[src/design/sha1_message_digest_defines.svh]
// ----------------------------------------------------------------------------
// SHA-1 message digest assertion macros
// Immediate-implication and next-cycle-implication property wrappers,
// clocked on clk and disabled in reset.
// ----------------------------------------------------------------------------
`ifndef SHA1_MESSAGE_DIGEST_DEFINES_SVH
`define SHA1_MESSAGE_DIGEST_DEFINES_SVH

// same-cycle implication
`define SHA1MD_ASSERT_SAME(lbl, ante, cons, msg) \
  lbl: assert property (@(posedge clk) disable iff (rst) (ante) |-> (cons)) \
    else $error(msg);

// next-cycle implication
`define SHA1MD_ASSERT_NEXT(lbl, ante, cons, msg) \
  lbl: assert property (@(posedge clk) disable iff (rst) (ante) |=> (cons)) \
    else $error(msg);

`endif

[src/design/sha1md_pkg.sv]
// ----------------------------------------------------------------------------
// SHA-1 message digest package
// Item and digest types, queue sizing and SHA-1 constants.
// ----------------------------------------------------------------------------
package sha1md_pkg;

  typedef struct packed {
    logic [7:0] data_byte;
    logic       byte_present;
    logic       last_byte;
  } msg_item_t;

  typedef struct packed {
    logic [31:0] digest_word0;
    logic [31:0] digest_word1;
    logic [31:0] digest_word2;
    logic [31:0] digest_word3;
    logic [31:0] digest_word4;
  } digest_t;

  // queue head as seen by the back end
  typedef struct packed {
    logic      valid;
    msg_item_t item;
  } q_head_t;

  // queue depth, power of two
  localparam int QDEPTH = 4;
  localparam int QPTR_W = $clog2(QDEPTH);
  localparam int QCNT_W = $clog2(QDEPTH + 1);

  localparam logic [31:0] K0 = 32'h5A827999;
  localparam logic [31:0] K1 = 32'h6ED9EBA1;
  localparam logic [31:0] K2 = 32'h8F1BBCDC;
  localparam logic [31:0] K3 = 32'hCA62C1D6;

  localparam logic [31:0] H0_INIT = 32'h67452301;
  localparam logic [31:0] H1_INIT = 32'hEFCDAB89;
  localparam logic [31:0] H2_INIT = 32'h98BADCFE;
  localparam logic [31:0] H3_INIT = 32'h10325476;
  localparam logic [31:0] H4_INIT = 32'hC3D2E1F0;

  localparam logic [7:0] PAD_MARK = 8'h80;

endpackage

[src/design/sha1md_front.sv]
// ----------------------------------------------------------------------------
// SHA-1 front end
// Accepts items, drops those that carry neither a byte nor an end mark,
// and queues the rest for the compression back end.
// ----------------------------------------------------------------------------
module sha1md_front
  import sha1md_pkg::*;
(
  input  logic      clk,
  input  logic      rst,
  input  logic      item_valid,
  output logic      item_stall,
  input  msg_item_t item,
  output q_head_t   head,
  input  logic      pop
);

  msg_item_t         q_mem [QDEPTH];
  logic [QPTR_W-1:0] wr_ptr;
  logic [QPTR_W-1:0] rd_ptr;
  logic [QCNT_W-1:0] count;
  logic              push;

  assign item_stall = (count == QCNT_W'(QDEPTH));
  assign push       = item_valid && !item_stall && (item.byte_present || item.last_byte);

  assign head.valid = (count != '0);
  assign head.item  = q_mem[rd_ptr];

  always_ff @(posedge clk) begin
    if (push) begin
      q_mem[wr_ptr] <= item;
    end
  end

  always_ff @(posedge clk) begin
    if (rst) begin
      wr_ptr <= '0;
      rd_ptr <= '0;
      count  <= '0;
    end else begin
      if (push) begin
        wr_ptr <= wr_ptr + 1'b1;
      end
      if (pop) begin
        rd_ptr <= rd_ptr + 1'b1;
      end
      count <= count + QCNT_W'(push) - QCNT_W'(pop);
    end
  end

endmodule

[src/design/sha1md_core.sv]
// ----------------------------------------------------------------------------
// SHA-1 back end
// Packs bytes into the schedule window, runs one round per cycle, 80 rounds
// per block, appends padding and length, registers the digest.
// ----------------------------------------------------------------------------
`include "sha1_message_digest_defines.svh"

module sha1md_core
  import sha1md_pkg::*;
(
  input  logic    clk,
  input  logic    rst,
  input  q_head_t head,
  output logic    pop,
  output logic    digest_valid,
  input  logic    digest_stall,
  output digest_t digest
);

  localparam logic [2:0] S_IDLE  = 3'd0;
  localparam logic [2:0] S_ROUND = 3'd1;
  localparam logic [2:0] S_ADD   = 3'd2;
  localparam logic [2:0] S_PAD   = 3'd3;
  localparam logic [2:0] S_EMIT  = 3'd4;

  localparam logic [6:0] ROUND_LAST = 7'd79;
  localparam logic [5:0] POS_LAST   = 6'd63;
  localparam logic [5:0] POS_LEN    = 6'd56;

  logic [2:0]  state;
  logic [5:0]  pos;
  logic [60:0] count;
  logic [23:0] acc;
  logic [31:0] w [16];
  logic [31:0] a, b, c, d, e;
  logic [31:0] chain [5];
  logic [6:0]  round;
  logic        mark;
  logic        len_phase;
  logic        pad_done;
  logic [63:0] len;

  logic        ins_en;
  logic [7:0]  ins_byte;
  logic        pad_len_sel;
  logic [60:0] count_after;
  logic        w_shift;
  logic [31:0] w_in;
  logic [31:0] sched_x;
  logic [31:0] f;
  logic [31:0] k;
  logic [31:0] t;
  logic        emit_go;

  assign pop         = (state == S_IDLE) && head.valid;
  assign count_after = head.item.byte_present ? count + 61'd1 : count;
  assign pad_len_sel = !mark && (len_phase || (pos == POS_LEN));
  assign emit_go     = (state == S_EMIT) && (!digest_valid || !digest_stall);

  always_comb begin
    ins_en   = 1'b0;
    ins_byte = head.item.data_byte;
    if (pop && head.item.byte_present) begin
      ins_en = 1'b1;
    end else if (state == S_PAD) begin
      ins_en = 1'b1;
      if (mark) begin
        ins_byte = PAD_MARK;
      end else if (pad_len_sel) begin
        ins_byte = len[63:56];
      end else begin
        ins_byte = 8'h00;
      end
    end
  end

  assign sched_x = w[13] ^ w[8] ^ w[2] ^ w[0];

  always_comb begin
    w_shift = 1'b0;
    w_in    = {sched_x[30:0], sched_x[31]};
    if (state == S_ROUND) begin
      w_shift = 1'b1;
    end else if (ins_en && (pos[1:0] == 2'd3)) begin
      w_shift = 1'b1;
      w_in    = {acc, ins_byte};
    end
  end

  always_comb begin
    if (round <= 7'd19) begin
      f = (b & c) | (~b & d);
      k = K0;
    end else if (round <= 7'd39) begin
      f = b ^ c ^ d;
      k = K1;
    end else if (round <= 7'd59) begin
      f = (b & c) | (b & d) | (c & d);
      k = K2;
    end else begin
      f = b ^ c ^ d;
      k = K3;
    end
  end

  assign t = {a[26:0], a[31:27]} + f + e + k + w[0];

  // byte packing, schedule window and working variables
  always_ff @(posedge clk) begin
    if (ins_en) begin
      acc <= {acc[15:0], ins_byte};
    end
    if (w_shift) begin
      for (int i = 0; i < 15; i++) begin
        w[i] <= w[i+1];
      end
      w[15] <= w_in;
    end
    if (ins_en && (pos == POS_LAST)) begin
      a <= chain[0];
      b <= chain[1];
      c <= chain[2];
      d <= chain[3];
      e <= chain[4];
    end else if (state == S_ROUND) begin
      a <= t;
      b <= a;
      c <= {b[1:0], b[31:2]};
      d <= c;
      e <= d;
    end
  end

  always_ff @(posedge clk) begin
    if (rst) begin
      state        <= S_IDLE;
      pos          <= '0;
      count        <= '0;
      round        <= '0;
      mark         <= 1'b0;
      len_phase    <= 1'b0;
      pad_done     <= 1'b0;
      len          <= '0;
      digest_valid <= 1'b0;
      chain[0]     <= H0_INIT;
      chain[1]     <= H1_INIT;
      chain[2]     <= H2_INIT;
      chain[3]     <= H3_INIT;
      chain[4]     <= H4_INIT;
    end else begin
      if (digest_valid && !digest_stall && !emit_go) begin
        digest_valid <= 1'b0;
      end
      if (ins_en) begin
        pos <= pos + 6'd1;
      end
      case (state)
        S_IDLE: begin
          if (pop) begin
            count <= count_after;
            if (head.item.last_byte) begin
              mark <= 1'b1;
              len  <= {count_after, 3'b000};
            end
            if (head.item.byte_present && (pos == POS_LAST)) begin
              state <= S_ROUND;
              round <= '0;
            end else if (head.item.last_byte) begin
              state <= S_PAD;
            end
          end
        end
        S_PAD: begin
          if (mark) begin
            mark <= 1'b0;
          end else if (pad_len_sel) begin
            len_phase <= 1'b1;
            len       <= {len[55:0], 8'h00};
          end
          if (pos == POS_LAST) begin
            state <= S_ROUND;
            round <= '0;
            if (pad_len_sel) begin
              pad_done <= 1'b1;
            end
          end
        end
        S_ROUND: begin
          round <= round + 7'd1;
          if (round == ROUND_LAST) begin
            state <= S_ADD;
          end
        end
        S_ADD: begin
          chain[0] <= chain[0] + a;
          chain[1] <= chain[1] + b;
          chain[2] <= chain[2] + c;
          chain[3] <= chain[3] + d;
          chain[4] <= chain[4] + e;
          // mark or length not yet shifted out: a further padding block follows
          if (pad_done) begin
            state <= S_EMIT;
          end else if (mark || len_phase || (len != '0)) begin
            state <= S_PAD;
          end else begin
            state <= S_IDLE;
          end
        end
        S_EMIT: begin
          if (emit_go) begin
            digest_valid <= 1'b1;
            chain[0]     <= H0_INIT;
            chain[1]     <= H1_INIT;
            chain[2]     <= H2_INIT;
            chain[3]     <= H3_INIT;
            chain[4]     <= H4_INIT;
            count        <= '0;
            len_phase    <= 1'b0;
            pad_done     <= 1'b0;
            state        <= S_IDLE;
          end
        end
        default: begin
          state <= S_IDLE;
        end
      endcase
    end
  end

  always_ff @(posedge clk) begin
    if (emit_go) begin
      digest.digest_word0 <= chain[0];
      digest.digest_word1 <= chain[1];
      digest.digest_word2 <= chain[2];
      digest.digest_word3 <= chain[3];
      digest.digest_word4 <= chain[4];
    end
  end

  `SHA1MD_ASSERT_NEXT(a_round_end, (state == S_ROUND) && (round == ROUND_LAST), state == S_ADD, "round count did not end in chain add")
  `SHA1MD_ASSERT_SAME(a_block_start, ($past(state) != S_ROUND) && (state == S_ROUND), pos == '0, "compression started with partial block")
  `SHA1MD_ASSERT_NEXT(a_emit, emit_go, digest_valid && (state == S_IDLE) && (count == '0), "digest load did not restart message")

endmodule

[src/design/sha1_message_digest.sv]
// ----------------------------------------------------------------------------
// SHA-1 message digest
// Byte-per-item SHA-1 hasher: queued front end, round-per-cycle back end.
// ----------------------------------------------------------------------------
//   channel   valid          stall          payload
//   input     item_valid     item_stall     item   (msg_item_t)
//   output    digest_valid   digest_stall   digest (digest_t)
//
// The back end takes a byte item only while idle; each completed 64-byte
// block runs 80 rounds of the shared round unit plus the chain add.
// The last item adds 9 to 72 padding bytes, then one or two compressions
// and a load of the digest register.
// Synchronous reset restores the initial chain words and empties the queue.
// The four-entry queue stalls input only when full; a stalled digest holds
// the back end in its final state until taken.
module sha1_message_digest
  import sha1md_pkg::*;
(
  input  logic      clk,
  input  logic      rst,
  input  logic      item_valid,
  output logic      item_stall,
  input  msg_item_t item,
  output logic      digest_valid,
  input  logic      digest_stall,
  output digest_t   digest
);

  q_head_t head;
  logic    pop;

  sha1md_front u_front (
    .clk        (clk),
    .rst        (rst),
    .item_valid (item_valid),
    .item_stall (item_stall),
    .item       (item),
    .head       (head),
    .pop        (pop)
  );

  sha1md_core u_core (
    .clk          (clk),
    .rst          (rst),
    .head         (head),
    .pop          (pop),
    .digest_valid (digest_valid),
    .digest_stall (digest_stall),
    .digest       (digest)
  );

endmodule

[config.mk]
export PLATFORM = sky130hd
export DESIGN_NAME = sha1_message_digest
export DESIGN_NICKNAME = d
export VERILOG_FILES = /design/src/design/sha1md_pkg.sv /design/src/design/sha1md_front.sv /design/src/design/sha1md_core.sv /design/src/design/sha1_message_digest.sv
export VERILOG_INCLUDE_DIRS = /design/src /design/src/design
export SDC_FILE = /design/constraint.sdc
export NUM_CORES = 2
export LEC_CHECK = 0
export ABC_AREA = 1
export BUFFER_PORTS_ARGS = -buffer_cell sky130_fd_sc_hd__clkbuf_2
export CAP_MARGIN = 20
export CORE_UTILIZATION = 50
export CTS_CLUSTER_SIZE = 20
export DETAILED_ROUTE_END_ITERATION = 7
export PLACE_DENSITY = 0.74
export SLEW_MARGIN = 20
export SYNTH_ARGS = -nofsm -noshare
export SYNTH_HDL_FRONTEND = slang
export SYNTH_HIERARCHICAL = 1
export SYNTH_SLANG_ARGS = --single-unit
[constraint.sdc]
create_clock -name clk -period 17.5 [get_ports clk]
set_input_delay 0.875 -clock clk [delete_from_list [all_inputs] [get_ports clk]]
set_output_delay 0.875 -clock clk [all_outputs]
set_load 0.05 [all_outputs]
Word level (Yosys, flattened, before mapping)
Memories as Yosys holds them, arrays and structs flattened. A register that Yosys moved wholly into a read port is not among the register bits.
Cells that the tools add are included.
Widths: inputs -> output; s select.
Cells by class
  $lt $le $gt $ge: 3
  equal/unequal tests: 18
  add/sub/neg operators: 16
  reductions and logical operators: 36
  bitwise logic cells: 23
  multiplexer cells: 85
Operators with widths (count)
  $mux 32: 27
  $add 32x32->32: 9
  $mux 64: 4
  $mux 61: 3
  $xor 32x32->32: 5
  $and 32x32->32: 4
  $pmux 64 s2: 1
  $pmux 61 s2: 1
  $or 32x32->32: 3
  $reduce_bool 64->1: 1
  $add 61x1->61 const B: 1
  $mux 8: 4
  $not 32->32: 1
  $mux 31: 1
  $mux 1: 26
  $mux 3: 7
  $mux 7: 3
  $pmux 7 s3: 1
  $pmux 3 s5: 1
  $le 7x6->1 const B: 2
  $eq 6x6->1 const B: 2
  $reduce_and 4->1: 3
  $logic_and 1x1->1: 11
  $ne 2x2->1 const B: 5
  other kinds (23): 55
Word-level totals
  input bits: 14
  output and inout bits: 162
  register bits after elaboration: 496
  memories: 3
  word-level logic and storage cells: 207
  RAM bits: 712
Memory list
  u_core.w: words 16, width 32, rd ports 16, clocked after Yosys merged registers in 0, wr ports 16, line sha1md_core.sv:34  | logic [31:0] w [16];
  u_core.chain: words 5, width 32, rd ports 5, clocked after Yosys merged registers in 0, wr ports 5, line sha1md_core.sv:36  | logic [31:0] chain [5];
  u_front.q_mem: words 4, width 10, rd ports 1, clocked after Yosys merged registers in 1, wr ports 1, line sha1md_front.sv:18  | msg_item_t q_mem [QDEPTH];

Depth between registers and ports, before layout
  word-level depth: 12
  depth in mapped cells: 30
  mapped depth without buffers: 29

By module
Netlist, hierarchy kept.
By module, submodules not included
  sha1md_core: seq. area each 33352.0 um2, times used 1, area an instance 58036.9 um2, cells each 5708
  sha1md_front: seq. area each 1381.3 um2, times used 1, area an instance 1953.1 um2, cells each 161

Worst setup path after synthesis
No wires, ideal clock.
  path type: flip-flop to flip-flop
  from: reg (tool-made name)
  to: mem u_core.w[0][0], enable pin
  stages on the path, launching flop included: 10
  slack: 4.235 ns
  buffers on the path: 2
  arrival time: 12.365 ns
  required time: 16.600 ns
  library setup time: 0.900 ns
  period minus slack after synthesis: 13.265 ns
  cells stage by stage: dfxtp_1 > inv_2 > buf_2 > nor2_1 > o22ai_1 > buf_2 > inv_2 > o21ai_4 > nand2_1 > nand2_1
RTL lines (line)
  end: declaration: sha1md_core.sv:34

Worst setup path after layout
  from: reg u_core.round[0]
  to: reg u_core.a[31], data pin
On the way
  longest elaborated chain between the ends: 10
  elaborated cells on any way between the ends: 15
Ends and longest elaborated chain
  start: declaration: line sha1md_core.sv:37  | logic [6:0] round;
  start signal: assignment: line sha1md_core.sv:189  | round <= round + 7'd1;
  $le 7x6->1: line sha1md_core.sv:97  | end else if (round <= 7'd59) begin
  $mux 32: line sha1md_core.sv:97
  $mux 32: line sha1md_core.sv:94  | end else if (round <= 7'd39) begin
  $mux 32: line sha1md_core.sv:91  | if (round <= 7'd19) begin
  $add 32x32->32 (2 in series): line sha1md_core.sv:106  | assign t = {a[26:0], a[31:27]} + f + e + k + w[0];
  $add 32x32->32 (*) (2 in series): line sha1md_core.sv:106
  $mux 32 (*): line sha1md_core.sv:125  | end else if (state == S_ROUND) begin
  $mux 32 (*): line sha1md_core.sv:119  | if (ins_en && (pos == POS_LAST)) begin
  end signal: assignment: line sha1md_core.sv:120  | a <= chain[0];
  end signal: assignment: line sha1md_core.sv:126  | a <= t;
  end: declaration: line sha1md_core.sv:35  | logic [31:0] a, b, c, d, e;
Mark *: on every way between the ends. The rest lies on a longest branch, timed or not. The select of a mux whose other input is x is not followed.
A chain may end at the register's enable or synchronous reset.

==> results.cfg <==
[outcome]
status = finished, final reports clean

[synthesis]
synth_edf_count = 1056
synth_area_um2 = 60000
synth_top_area_share = 0.529
ys.flop_type = edfxtp_1
ys_types = 57
syn_avg_cell_area_um2 = 10.2
ys_ff_latch = 1207
async_flop_share = 0
syn_nets = 6212
seq_area_frac_synth = 0.579
synthTopCellsByArea = edfxtp_1, nand2_1, dfxtp_1
syn_inst = 5869
ys_warn_count = 6
yosys.area.top_type = edfxtp_1

[cells_and_area]
antenna_cells = 0
layout_common_cells = nand2_1, edfxtp_1, inv_1
drive_above_1_share = 0.0833
layout_commonest_cell = nand2_1
finalInstanceArea_um2 = 66900
nNetsFinal = 6416
syn_to_final_growth_pct = 11.5

[cts]
clk_latency_ns = 0.80
ctsHtreeMaxLevel = 4
cts_root_buf = clkbuf_16
clock_path_buffers = 3
cts_tree = done
ctsHoldBuffers = 0
numCtsBuffers = 130
cts-resized-gates = 0
clkSinkCount = 1207
post_cts_buffers = 0
path_clk_slew_ns = 0.06

[grt]
antenna_found_initial = 7
grt_max_degree = 193
track_usage = 0.300
grt_pass1_vias = 41400
grt_pass1_wl_mm = 268
grt_overflow = 0

[hold_path]
worstHoldStart = item[3]
worstHoldPathCells = 1
min_path_type = input pin to register
holdPathEnd = u_front/q_mem[0][3]$_DFFE_PP_

[route]
vias_per_cell = 5.66
routed_wl_mm = 183
dr.pass1.iters = 6
antenna_left = 0
num_vias = 44000
m1WireLength_mm = 78.5
met2_wirelength_mm = 83.8
wl_per_cell_um = 23.5
wl_met3_mm = 14.7
drc = 0
top_layer_used = met5
initialDrtViolationCount = 5105

[setup_path]
start_kind = register
crit_arrival_ns = 7.40
required_ns = 18.03
worstRegToRegCells = 24
r2r_setup_slack_ns = 10.64
crit_fanout = 26
end_kind = register
timing_worst_setup_path_type = register to register
rr_endpoint = u_core/a[31]$_DFFE_PP_
regToRegStartpoint = u_core/round[0]$_SDFFE_PP0P_

[place]
placed_area_um2 = 62500
dp_hpwl_mm = 138
io_buffers = 175
pre_cts_ws_ns = 10.85
gp_congestion = 0.976

[timing]
slew_violations = 0
rsz0062_at_grt = false
fin_skew_ns = 0.0473
finalSetupViolCount = 0
hold_violations = 0
tns_ns = 0
hold_ws_ns = 0.310
layout_setup_ws_ns = 10.64
slew_headroom = 0.253
min_period_over_period = 0.392
max_freq_mhz = 146
worstMarginPinSlew_ns = 1.12
min_period_ns = 6.86

[flow_run]
drv_cap = 0

[power]
ir_worst_vdd_uv = 147
p_leak_nw = 25.4
p_per_area_nw_per_um2 = 210

[floorplanning]
start_util = 0.506
ios = 176
rows = 126
die-area_um2 = 121000
die_h_um = 348
core_um2 = 119000
die_w_um = 348
==> flip-flops by register name, summed over array words and instances (netlist names), 24 cells and up, named ones only <==
signal and cells:
u_core/d 32, u_core/a 32, u_core/chain 160, u_core/e 32, u_core/w 512, u_core/acc 24, u_core/b 32, u_core/len 61
u_front/q_mem 40, u_core/digest 160, u_core/c 32, u_core/count 61
==> cells by family (layout without fill, tap and decap cells) <==
family | count (synthesis) | count (layout) | synth area share
fa+ha+maj | 329 | 329 | 0.0844
flops | 1207 | 1207 | 0.579
buf+inv | 874 | 1184 | 0.0569
simple gates | 2162 | 2162 | 0.152
compound gates | 1140 | 1140 | 0.105
xor+xnor | 157 | 157 | 0.0229
==> per-layer routing <==
metal,vias to the layer above,track usage
met3,270,0.0488
met5,-,0
met1,21400,0.427
met2,1889,0.471
met4,2,0.0982
li1,20500,-
==> worst max path at each step <==
stage / slack (ns) / to / startpoint
6_report: 10.64 / u_core/a[31]$_DFFE_PP_ / u_core/round[0]$_SDFFE_PP0P_
5_1_grt: 10.37 / u_core/a[31]$_DFFE_PP_ / u_core/round[0]$_SDFFE_PP0P_
4_1_cts: 10.82 / u_core/a[31]$_DFFE_PP_ / u_core/round[0]$_SDFFE_PP0P_
3_5_place_dp: 10.85 / u_core/a[31]$_DFFE_PP_ / u_core/round[0]$_SDFFE_PP0P_
3_3_place_gp: 10.94 / u_core/a[29]$_DFFE_PP_ / u_core/round[0]$_SDFFE_PP0P_
2_1_floorplan: 4.23 / u_core/w[0][0]$_DFFE_PP_ / register
==> per-stage QoR <==
step	utilization	total power, mW	instances
global placement	0.527	11.1	7541
CTS	0.564	14.0	7779
detailed placement	0.527	11.1	7541
global route	0.564	14.9	7779
floorplan	-	9.15	5869
finish	0.564	14.0	7779
==> worst max-delay path: stages, from the launching register on <==
cell,delay [ns]
dfxtp_1,0.40
ha_1,0.27
a21oi_1,0.11
a21oi_2,0.73
inv_2,0.47
nand2_1,0.18
buf_4,0.27
inv_2,0.24
a221oi_1,0.47
fa_1,0.53
fa_1,0.51
fa_1,0.55
inv_1,0.05
ha_1,0.37
nand2_1,0.07
o21ai_1,0.39
nand2_1,0.09
nand2_1,0.20
nand2_1,0.11
nand2_1,0.14
nand2_1,0.09
nand2_1,0.10
nand3_1,0.08
nand3_1,0.10
nand2_1,0.06
==> Yosys cell counts (57+ instances only) <==
library cell,number
inv_1,721
o21ai_0,308
ha_1,203
o21ai_1,136
xnor2_1,119
dfxtp_1,151
nor2_1,443
a21oi_1,475
nand4_1,69
edfxtp_1,1056
fa_1,126
clkbuf_1,57
nor3_1,67
nand3_1,269
nand2_1,1201
==> power by group <==
group / leakage, nW / internal (mW) / switching, mW / total [mW]
clock: 2.12 / 1.60 / 1.22 / 2.82
sequential: 10.9 / 4.15 / 0.500 / 4.65
combinational: 12.4 / 2.10 / 4.46 / 6.56
==> final cells by class <==
cell class	instances	area (µm²)
Fill cell	10300	51700
Clock buffer	157	3450
Inverter	747	2810
Multi-Input combinational cell	3788	21900
Timing Repair Buffer	199	1080
Tap cell	1600	2000
Clock inverter	81	906
Sequential cell	1207	34700
(Power assumes the default switching activity.)
